File: src/rtl/core/odd_pkg.sv
// ----------------------------------------------------------------------------
// Onset delay detector package
// Shared widths, register indexes, result codes, word types and the
// controller state type.
// ----------------------------------------------------------------------------
package odd_pkg;

  localparam int SAMPLE_BITS   = 24;
  localparam int PEAK_BITS     = SAMPLE_BITS;
  localparam int INDEX_BITS    = 14;
  localparam int FRAC_BITS     = 17;
  localparam int FRAC_SHIFT    = 16;
  localparam int TARGET_BITS   = PEAK_BITS + FRAC_BITS;
  localparam int CFG_DATA_BITS = 24;

  typedef logic [0:0] cfg_index_t;

  localparam cfg_index_t CFG_THRESHOLD = 1'b0;
  localparam cfg_index_t CFG_MIN_PEAK  = 1'b1;

  localparam logic [FRAC_BITS-1:0] THRESHOLD_RESET = 17'd49152;
  localparam logic [PEAK_BITS-1:0] MIN_PEAK_RESET  = 24'd8;

  localparam logic [1:0] STATUS_FOUND = 2'd0;
  localparam logic [1:0] STATUS_WEAK  = 2'd1;
  localparam logic [1:0] STATUS_NONE  = 2'd2;

  typedef struct packed {
    logic signed [SAMPLE_BITS-1:0] sample;
    logic                          last;
  } sample_word_t;

  typedef struct packed {
    logic [INDEX_BITS-1:0] delay_index;
    logic [PEAK_BITS-1:0]  peak_value;
    logic [1:0]            status;
    logic                  truncated;
  } result_word_t;

  typedef enum logic [1:0] {
    ST_LOAD,
    ST_TARGET,
    ST_SCAN,
    ST_DONE
  } state_t;

  typedef struct packed {
    logic load;
    logic start;
    logic scan;
    logic capture;
    logic emit;
  } dp_cmd_t;

  typedef struct packed {
    logic scan_done;
    logic out_free;
  } dp_status_t;

endpackage

File: src/rtl/core/odd_ctrl.sv
// ----------------------------------------------------------------------------
// Onset delay detector controller
// Sequences loading, threshold set-up, the store scan and result hand-off.
// ----------------------------------------------------------------------------
module odd_ctrl import odd_pkg::*; (
  input  logic       clk,
  input  logic       rst,
  input  logic       sample_valid,
  input  logic       sample_last,
  input  dp_status_t status,
  output logic       sample_stall,
  output dp_cmd_t    cmd
);

  state_t state;
  state_t state_next;

  always_ff @(posedge clk) begin
    if (rst) begin
      state <= ST_LOAD;
    end else begin
      state <= state_next;
    end
  end

  always_comb begin
    state_next = state;
    unique case (state)
      ST_LOAD: begin
        if (sample_valid && sample_last) begin
          state_next = ST_TARGET;
        end
      end
      ST_TARGET: begin
        state_next = ST_SCAN;
      end
      ST_SCAN: begin
        if (status.scan_done) begin
          state_next = ST_DONE;
        end
      end
      ST_DONE: begin
        if (status.out_free) begin
          state_next = ST_LOAD;
        end
      end
      default: begin
        state_next = ST_LOAD;
      end
    endcase
  end

  always_comb begin
    sample_stall = 1'b1;
    cmd          = '0;
    unique case (state)
      ST_LOAD: begin
        sample_stall = 1'b0;
        cmd.load     = sample_valid;
      end
      ST_TARGET: begin
        cmd.start = 1'b1;
      end
      ST_SCAN: begin
        cmd.scan    = 1'b1;
        cmd.capture = status.scan_done;
      end
      ST_DONE: begin
        cmd.emit = status.out_free;
      end
      default: begin
        sample_stall = 1'b1;
      end
    endcase
  end

endmodule

File: config.mk
export PLATFORM = sky130hd
export DESIGN_NAME = odd_ctrl
export DESIGN_NICKNAME = d
export VERILOG_FILES = /design/src/rtl/core/odd_pkg.sv /design/src/rtl/core/odd_ctrl.sv
export SDC_FILE = /design/constraint.sdc
export NUM_CORES = 1
export LEC_CHECK = 0
export ABC_AREA = 1
export BUFFER_PORTS_ARGS = -buffer_cell sky130_fd_sc_hd__buf_2
export CAP_MARGIN = 20
export CORE_AREA = 2 2 39 41
export DETAILED_ROUTE_END_ITERATION = 7
export DIE_AREA = 0 0 41 43
export PLACE_DENSITY = 0.42
export SYNTH_ARGS = -nofsm -noshare
export SYNTH_HDL_FRONTEND = slang
export SYNTH_SLANG_ARGS = --single-unit
File: constraint.sdc
create_clock -name clk -period 2.4 [get_ports clk]
set_input_delay 0.36 -clock clk [delete_from_list [all_inputs] [get_ports clk]]
set_output_delay 0.36 -clock clk [all_outputs]
set_load 0.01 [all_outputs]
---- After elaboration in Yosys (flattened, before gate mapping) ----
Index checks and enable logic that the tools add are counted.
storage, ports and cells
  input port bits ......................... 6
  bits in registers ....................... 2
  output and inout port bits .............. 6
  logic and storage cells ................. 19
operators by class
  reduce and logical (&&, ||, !) cells .... 3
  mux-type cells .......................... 9
  eq/ne operators ......................... 6
operators by type and width
  kind                                                  count
  2-to-1 mux 2 bit                                      4
  one-hot mux 2 bit (4 select lines)                    1
  inequality test 2 bit (second input constant)         3
  equality test 2 bit (second input constant)           2
  2-to-1 mux 1 bit                                      4
  AND reduction 3 bit                                   1
  equality test 2 x 1 -> 1 bit (second input constant)  1
  logical NOT 2 bit                                     1
  logical AND 1 bit                                     1

---- Depth between registers and ports, before layout ----
Gate-level depths: netlist of the first run.
  depth in word-level cells ............... 3
  gate-level depth with buffers ........... 7
  mapped depth without buffers ............ 7

---- Worst setup path before layout of the first run ----
OpenSTA, ideal clock, no wires.
  path kind ............................... register to output
  start point ............................. register state[0]
  end point ............................... output cmd[1] in the netlist's numbering
  setup slack ............................. 1.134 ns
  buffers on the path ..................... 0
  required time ........................... 2.040 ns
  arrival ................................. 0.906 ns
  stages on the path, launching flop included .. 5
  path through ............................ dfxtp_1 bufinv_8 ha_1 nand2_1 inv_1
RTL lines
  item                      RTL line        RTL
  start: declaration        odd_ctrl.sv:15  state_t state;
  start signal: assignment  odd_ctrl.sv:22  state <= state_next;
  end: declaration          odd_ctrl.sv:12  output dp_cmd_t cmd

==> results.json, run 1 <==
{
  "status": "complete, no violations",
  "fin_skew_ns": 0.00234,
  "drv_cap": 0,
  "hold_viol_final": 0,
  "top_register": "state",
  "r2r_slack_ns": 1.17,
  "critPathMaxFanout": 4,
  "tns_ns": 0,
  "grt_pass1_vias": 158,
  "syn_avg_cell_area_um2": 7.16,
  "cp.arrival_ns": 1.23,
  "max_slew_margin": 0.897,
  "viasPerCell": 3.56,
  "reg_top3": "state (2)",
  "max_slew.worst_pin.slew_ns": 0.154,
  "initial_utilization": 0.186,
  "ant_nets": 0,
  "crit_start": "state[0]",
  "drv_slew": 0,
  "cts_tree": "yes",
  "crit_type": "flop to output port",
  "htree_levels": 1,
  "coreArea_mm2": 0.00138,
  "synth_seq_cells": 2,
  "firstDrtPassIters": 4,
  "yosysTopAreaCell": "ha_1",
  "cts_hold_buf": 0,
  "grt_max_degree": 5,
  "die_h_um": 43,
  "fillers": 161,
  "cp-end-kind": "output port",
  "start_kind": "flop",
  "hp-start": "rst",
  "peakVddDrop_uv": 361,
  "cp_cell_sequence": "bufinv_8 -> ha_1 -> nand2_1 -> inv_1 -> buf_2",
  "antennaDiodeCount": 0,
  "crit_slowest_cell": "dfxtp_1",
  "rr_endpoint": "state[0]",
  "io_pins": 12,
  "cts_resized": 0,
  "clock-root-buffer": "clkbuf_4",
  "min_path_type": "input pin to flop",
  "p_per_area_mw_per_mm2": 1160,
  "syn_inst": 36,
  "syn2layout_area_growth_pct": 37.9,
  "grt_pass1_wl_um": 586,
  "hold_ws_ns": 0.376,
  "rows": 14,
  "yosys_warnings": 0,
  "crit_required_ns": 2.04,
  "avgRoutedWirePerCell_um": 6.53,
  "grtUsageTotal": 0.0511,
  "gp_congestion": 0.711,
  "clk_pin_slew_worst_paths_ns": 0.03,
  "overflow": 0,
  "synth_common_cells": "inv_1 (10), nand2_1 (8), ha_1 (5)",
  "yosysUniqueCellTypes": 9,
  "holdPathStages": 4,
  "synthTopCellsByArea": "ha_1 (24%), dfxtp_1 (16%), inv_1 (15%)",
  "drc": 0,
  "ys_seq_area_frac": 0.155,
  "cts_sinks": 2,
  "grt_setup_unrepaired": "no",
  "drt-total-wl_um": 431,
  "clock_latency_ns": 0.22,
  "postCtsSetupBuffers": 0,
  "synth_edf_count": 0,
  "leakagePower_uw": 0.000246,
  "synth_top_area_frac": 0.243,
  "async_reset_ff_frac": 0,
  "cts_buffers": 3,
  "fmax_ghz": 0.630,
  "synth_flop_cell": "dfxtp_1",
  "largest_reg_flops": 2,
  "yosysMostFrequentCell": "inv_1",
  "port-buffer-count": 11,
  "cts_buffer_depth": 2,
  "dieWidth_um": 41,
  "drive_gt1_frac": 0.400,
  "min_period_ns": 1.59,
  "crit_path_max_incr_delay_ns": 0.35,
  "drt_iter0_markers": 8,
  "fin_crit_sh": 0.661,
  "setup_violations": 0,
  "syn_nets": 47,
  "antenna_found_initial": 0,
  "hpwl_um": 371,
  "r2r_start": "state[0]",
  "vias": 235,
  "die_area_mm2": 0.00176,
  "hold_path_end": "state[1]",
  "reg2regPathDepth": 7,
  "fin_nets": 63,
  "syn-cell-area_um2": 258
}
-- stage by stage --
stage	cell area, um2	instances	total power (uW)	setup slack [ns]	utilization
floorplan	258	36	279	1.13	-
global placement	333	63	351	1.05	0.241
detailed placement	333	63	345	1.03	0.241
CTS	355	66	423	0.793	0.257
global route	355	66	459	0.740	0.257
finish	355	66	413	0.814	0.257
-- routing by layer --
metal / vias up / global-route usage / part of all wire / wire, um
met1: 93 / 0.0607 / 0.42 / 180
met4: 0 / 0.0200 / 0 / 0
met2: 11 / 0.0719 / 0.43 / 184
met5: - / 0 / 0 / 0
met3: 0 / 0.0314 / 0.16 / 67
li1: 131 / - / - / -
-- final cells by class --
| cell class | count | area (um2) | share of cell area |
|---|---|---|---|
| Timing Repair Buffer | 11 | 55.1 | 0.155 |
| Multi-Input combinational cell | 22 | 145 | 0.408 |
| Tap cell | 16 | 20.0 | 0.0563 |
| Clock buffer | 3 | 22.5 | 0.0634 |
| Sequential cell | 2 | 40.0 | 0.113 |
| Inverter | 12 | 72.6 | 0.204 |
-- logic make-up after synthesis --
group	Yosys count	synth area share
flops	2	0.155
fa+ha+maj	5	0.243
buf+inv	12	0.282
simple gates	17	0.320
-- worst max path at each step --
stage	slack [ns]	end
2_1_floorplan	1.13	cmd[1]
4_1_cts	0.79	cmd[1]
5_1_grt	0.74	cmd[1]
3_5_place_dp	1.03	cmd[1]
3_3_place_gp	1.05	cmd[1]
6_report	0.81	cmd[1]
-- report_power, final --
part,switching (uW),internal (uW)
Sequential,11.7,49.5
Clock,19.0,55.1
Combinational,137,141
Total,167,246
-- layout by cell type (no fill, tap or decap), drive strengths merged --
cell type	n
nor2	3
buf	11
clkbuf	3
nand4	2
inv	10
nand3	1
bufinv	2
ha	5
nand2	11
dfxtp	2
-- worst max-delay path: cells and delay by family, from the launching register on --
family / cells / cell delay, ns
adders and majority gates: 1 / 0.24
buffers and inverters: 3 / 0.35
DFF: 1 / 0.35
and+or+nand+nor: 1 / 0.07
No activity file was read; power rests on OpenSTA's default activity.
==> run 2: changes to the inputs <==
--- a/config.mk
+++ b/config.mk
@@ -11,7 +11,7 @@
 export CORE_AREA = 2 2 39 41
 export DETAILED_ROUTE_END_ITERATION = 7
 export DIE_AREA = 0 0 41 43
-export PLACE_DENSITY = 0.42
+export PLACE_DENSITY = 0.43
 export SYNTH_ARGS = -nofsm -noshare
 export SYNTH_HDL_FRONTEND = slang
 export SYNTH_SLANG_ARGS = --single-unit
==> constraint.sdc (replaced) <==
create_clock -name clk -period 1.4 [get_ports clk]
set_input_delay 0.21 -clock clk [delete_from_list [all_inputs] [get_ports clk]]
set_output_delay 0.21 -clock clk [all_outputs]
set_load 0.01 [all_outputs]
==> results.json, run 2 (synthesized netlist as in run 1, its figures left out) <==
{
  "status": "complete, no violations",
  "rows": 14,
  "setup_violations": 0,
  "cts_tree": "yes",
  "regArea_um2": 42.5,
  "drive_gt1_frac": 0.500,
  "leakagePower_uw": 0.000256,
  "antennaDiodeCount": 0,
  "cts_sinks": 2,
  "final_cell_mix": "buf_2 (11), inv_1 (10), nand2_1 (8)",
  "grtUsageTotal": 0.0681,
  "cp_cell_sequence": "bufinv_8 -> ha_2 -> nand2_1 -> inv_1 -> buf_2",
  "switching_share": 0.390,
  "htree_levels": 1,
  "multi_input_area_um2": 160,
  "top_register": "state",
  "dieWidth_um": 41,
  "grt_max_degree": 5,
  "crit_family": "flip-flops",
  "die_area_mm2": 0.00176,
  "largest_reg_flops": 2,
  "hpwl_um": 362,
  "grt_pass1_wl_um": 731,
  "crit_required_ns": 1.19,
  "pwr-share-clk": 0.162,
  "fin_skew_ns": 0.00453,
  "clock_latency_ns": 0.22,
  "drt_iter0_markers": 2,
  "vias": 235,
  "ant_nets": 0,
  "antenna_found_initial": 0,
  "p_seq_frac": 0.142,
  "post-place-ws_ns": 0.185,
  "dp.cells": 63,
  "min_period_ns": 1.35,
  "fillers": 157,
  "drv_slew": 0,
  "min_path_type": "input pin to flop",
  "layout_commonest_cell": "buf_2",
  "cts_buffer_depth": 2,
  "gp_congestion": 0.630,
  "cp.arrival_ns": 1.14,
  "coreArea_mm2": 0.00138,
  "intPower_uw": 476,
  "initial_utilization": 0.186,
  "cts_buffers": 3,
  "grt_pass1_vias": 215,
  "crit_slowest_cell": "dfxtp_2",
  "fmax_ghz": 0.739,
  "drt-total-wl_um": 472,
  "hold_viol_final": 0,
  "final_cells": 68,
  "fin_nets": 65,
  "clock-root-buffer": "clkbuf_4",
  "p_total_uw": 780,
  "p_per_area_mw_per_mm2": 2010,
  "drv_cap": 0,
  "reg_top3": "state (2)",
  "avgRoutedWirePerCell_um": 6.94,
  "syn2layout_area_growth_pct": 50.5,
  "comb_power_share": 0.696,
  "io_pins": 12,
  "cp-end-kind": "output port",
  "firstDrtPassIters": 2,
  "fin_crit_sh": 0.967,
  "critPathMaxFanout": 4,
  "fin_ws_ns": 0.0462,
  "port-buffer-count": 11,
  "crit_path_max_incr_delay_ns": 0.33,
  "start_kind": "flop",
  "crit_type": "flop to output port",
  "clk_pin_slew_worst_paths_ns": 0.03,
  "p_switching_uw": 305,
  "die_h_um": 43,
  "max_slew_margin": 0.930,
  "max_slew.worst_pin.slew_ns": 0.106,
  "drc": 0,
  "crit_buf_inv": 3,
  "peakVddDrop_uv": 513,
  "viasPerCell": 3.46,
  "overflow": 0
}
## run 2: cell types whose count changed in the layout (fill, tap and decap cells not counted)
cell,delta
dfxtp_1,-2
dfxtp_2,+2
buf_4,+2
ha_2,+1
ha_4,+1
ha_1,-2
## run 2: final timing paths
check	start	slack, ns	to	depth (start not counted)
worst max-delay path	state[0]	0.05	cmd[4]	5
worst max register to register	state[0]	0.27	state[1]	6
worst min register to register	state[1]	0.66	state[1]	4
worst min-delay path	rst	0.23	state[1]	4
## run 2: timing repair
action | CTS | global route
hold buffers | 0 | 0
gates resized for setup | 4 | 1
buffers inserted | 0 | 2
endpoints found under the setup margin | 2 | 2
## run 2: layout make-up
cell class,instances,share of cell area
Multi-Input combinational cell,22,0.413
Timing Repair Buffer,13,0.181
Sequential cell,2,0.110
Tap cell,16,0.0516
Inverter,12,0.187
Clock buffer,3,0.0581
## run 2: stage by stage
stage / utilization / setup TNS (ns) / area, um2 / hold WS (ns)
detailed placement: 0.241 / 0 / 333 / 0.464
global route: 0.280 / -0.00482 / 388 / 0.225
finish: 0.280 / 0 / 388 / 0.227
global placement: 0.241 / 0 / 333 / 0.470
CTS: 0.262 / 0 / 363 / 0.219
floorplan: - / 0 / 258 / 0.366
## run 2: metal layers
layer  wire [um]  global-route usage
met1         202              0.0639
met2         235              0.0844
met3          34              0.0471
met4           0              0.0800
met5           0                   0
## run 2: worst reg2reg max path: cells and delay by family (launching register included)
| kind | cells | cell delay [ns] |
|---|---|---|
| flops | 1 | 0.33 |
| simple gates | 3 | 0.19 |
| buf+inv | 2 | 0.23 |
| fa+ha+maj | 1 | 0.26 |
## run 2: power by group through the flow
| stage | clock (uW) | sequential (uW) | combinational (uW) |
|---|---|---|---|
| 2_1_floorplan | 0 | 102 | 376 |
| 3_3_place_gp | 0 | 107 | 487 |
| 3_5_place_dp | 0 | 106 | 478 |
| 4_1_cts | 135 | 112 | 491 |
| 5_1_grt | 149 | 113 | 616 |
| 6_report | 126 | 110 | 543 |
==> run 3: changes to the inputs <==
--- a/config.mk
+++ b/config.mk
@@ -11,7 +11,7 @@
 export CORE_AREA = 2 2 39 41
 export DETAILED_ROUTE_END_ITERATION = 7
 export DIE_AREA = 0 0 41 43
-export PLACE_DENSITY = 0.43
+export PLACE_DENSITY = 0.42
 export SYNTH_ARGS = -nofsm -noshare
 export SYNTH_HDL_FRONTEND = slang
 export SYNTH_SLANG_ARGS = --single-unit
==> constraint.sdc (replaced) <==
create_clock -name clk -period 1.65 [get_ports clk]
set_input_delay 0.2475 -clock clk [delete_from_list [all_inputs] [get_ports clk]]
set_output_delay 0.2475 -clock clk [all_outputs]
set_load 0.01 [all_outputs]
==> results.json, run 3 (synthesized netlist as in run 1, its figures left out) <==
{
  "vias": 231,
  "htree_levels": 1,
  "hpwl_um": 375,
  "max_slew_margin": 0.903,
  "fin_crit_sh": 0.903,
  "drc": 0,
  "tns_ns": 0,
  "dp.cells": 63,
  "drv_cap": 0,
  "antennaDiodeCount": 0,
  "rows": 14,
  "crit_required_ns": 1.40,
  "io_pins": 12,
  "cts_sinks": 2,
  "dieWidth_um": 41,
  "cts_hold_buf": 0,
  "overflow": 0,
  "max_slew.worst_pin.slew_ns": 0.146,
  "gp_congestion": 0.734,
  "crit_start": "state[0]",
  "drt_iter0_markers": 7,
  "critPathMaxFanout": 4,
  "layout_commonest_cell": "buf_2",
  "reg2regPathDepth": 7,
  "grt_setup_unrepaired": "no",
  "clock-root-buffer": "clkbuf_4",
  "initial_utilization": 0.186,
  "leakagePower_uw": 0.000246,
  "status": "complete, no violations",
  "r2r_start": "state[0]",
  "crit_type": "flop to output port",
  "grt_pass1_wl_um": 655,
  "die_area_mm2": 0.00176,
  "clock_latency_ns": 0.22,
  "cp-end-kind": "output port",
  "grtUsageTotal": 0.0591,
  "firstDrtPassIters": 4,
  "syn2layout_area_growth_pct": 37.9,
  "port-buffer-count": 11,
  "fmax_ghz": 0.671,
  "placed_area_um2": 333,
  "avgRoutedWirePerCell_um": 6.91,
  "final_cell_mix": "buf_2 (11), inv_1 (10), nand2_1 (8)",
  "p_per_area_mw_per_mm2": 1700,
  "final_cells": 66,
  "grt_pass1_vias": 180,
  "viasPerCell": 3.50,
  "peakVddDrop_uv": 386,
  "r2r_slack_ns": 0.42,
  "start_kind": "flop",
  "cp.arrival_ns": 1.24,
  "cts_tree": "yes",
  "clk_pin_slew_worst_paths_ns": 0.03,
  "rr_endpoint": "state[1]",
  "cts_resized": 0,
  "hold_viol_final": 0,
  "grt_max_degree": 5,
  "coreArea_mm2": 0.00138,
  "fin_skew_ns": 0.00164,
  "drive_gt1_frac": 0.400,
  "antenna_found_initial": 0,
  "die_h_um": 43,
  "final_area_um2": 355,
  "fin_nets": 63,
  "cts_buffer_depth": 2,
  "cts_buffers": 3,
  "drv_slew": 0,
  "ant_nets": 0,
  "setup_violations": 0,
  "timing.critical_path.to": "cmd[1]",
  "postCtsSetupBuffers": 0,
  "min_path_type": "input pin to flop",
  "min_period_ns": 1.49,
  "drt-total-wl_um": 456,
  "largest_reg_flops": 2,
  "reg_top3": "state (2)",
  "top_register": "state"
}
run 3: critical path: stages, from the launching register on:
cell      delay [ns]
dfxtp_1         0.36
bufinv_8        0.20
ha_1            0.23
nand2_1         0.07
inv_1           0.03
buf_2           0.12
run 3: layout make-up:
type / count / area [um2]
Timing Repair Buffer: 11 / 55.1
Sequential cell: 2 / 40.0
Fill cell: 159 / 1030
Tap cell: 16 / 20.0
Clock buffer: 3 / 22.5
Multi-Input combinational cell: 22 / 145
Inverter: 12 / 72.6
run 3: per-layer routing:
layer  up-vias  share of wire  GRT usage
met5         -              0          0
met4         0              0     0.0400
met3         0          0.094     0.0471
met2         9           0.45     0.0813
met1        91           0.45     0.0575
li1        131              -          -
run 3: how the worst min path moves through the flow:
stage / startpoint / endpoint / slack [ns] / cells past startpoint
floorplan: rst / state[1] / 0.40 / 3
global placement: rst / state[1] / 0.51 / 4
detailed placement: rst / state[0] / 0.50 / 4
CTS: rst / state[0] / 0.26 / 4
global route: rst / state[1] / 0.29 / 4
finish: rst / state[0] / 0.26 / 4
run 3: power by group:
group	switching, uW	leakage [uW]	total, uW	internal, uW
logic	197	0.000216	405	207
registers	20.8	0.0000166	92.7	72.0
clock network	28.0	0.0000138	108	80.2
run 3: through the flow:
| stage | util | total power, uW | hold WS (ns) | setup WS [ns] |
|---|---|---|---|---|
| final | 0.257 | 606 | 0.265 | 0.160 |
| after CTS | 0.257 | 622 | 0.264 | 0.138 |
| after detailed placement | 0.241 | 506 | 0.502 | 0.384 |
| after global routing | 0.257 | 686 | 0.291 | 0.0896 |
| after floorplan | - | 405 | 0.404 | 0.475 |
| after global placement | 0.241 | 511 | 0.506 | 0.395 |
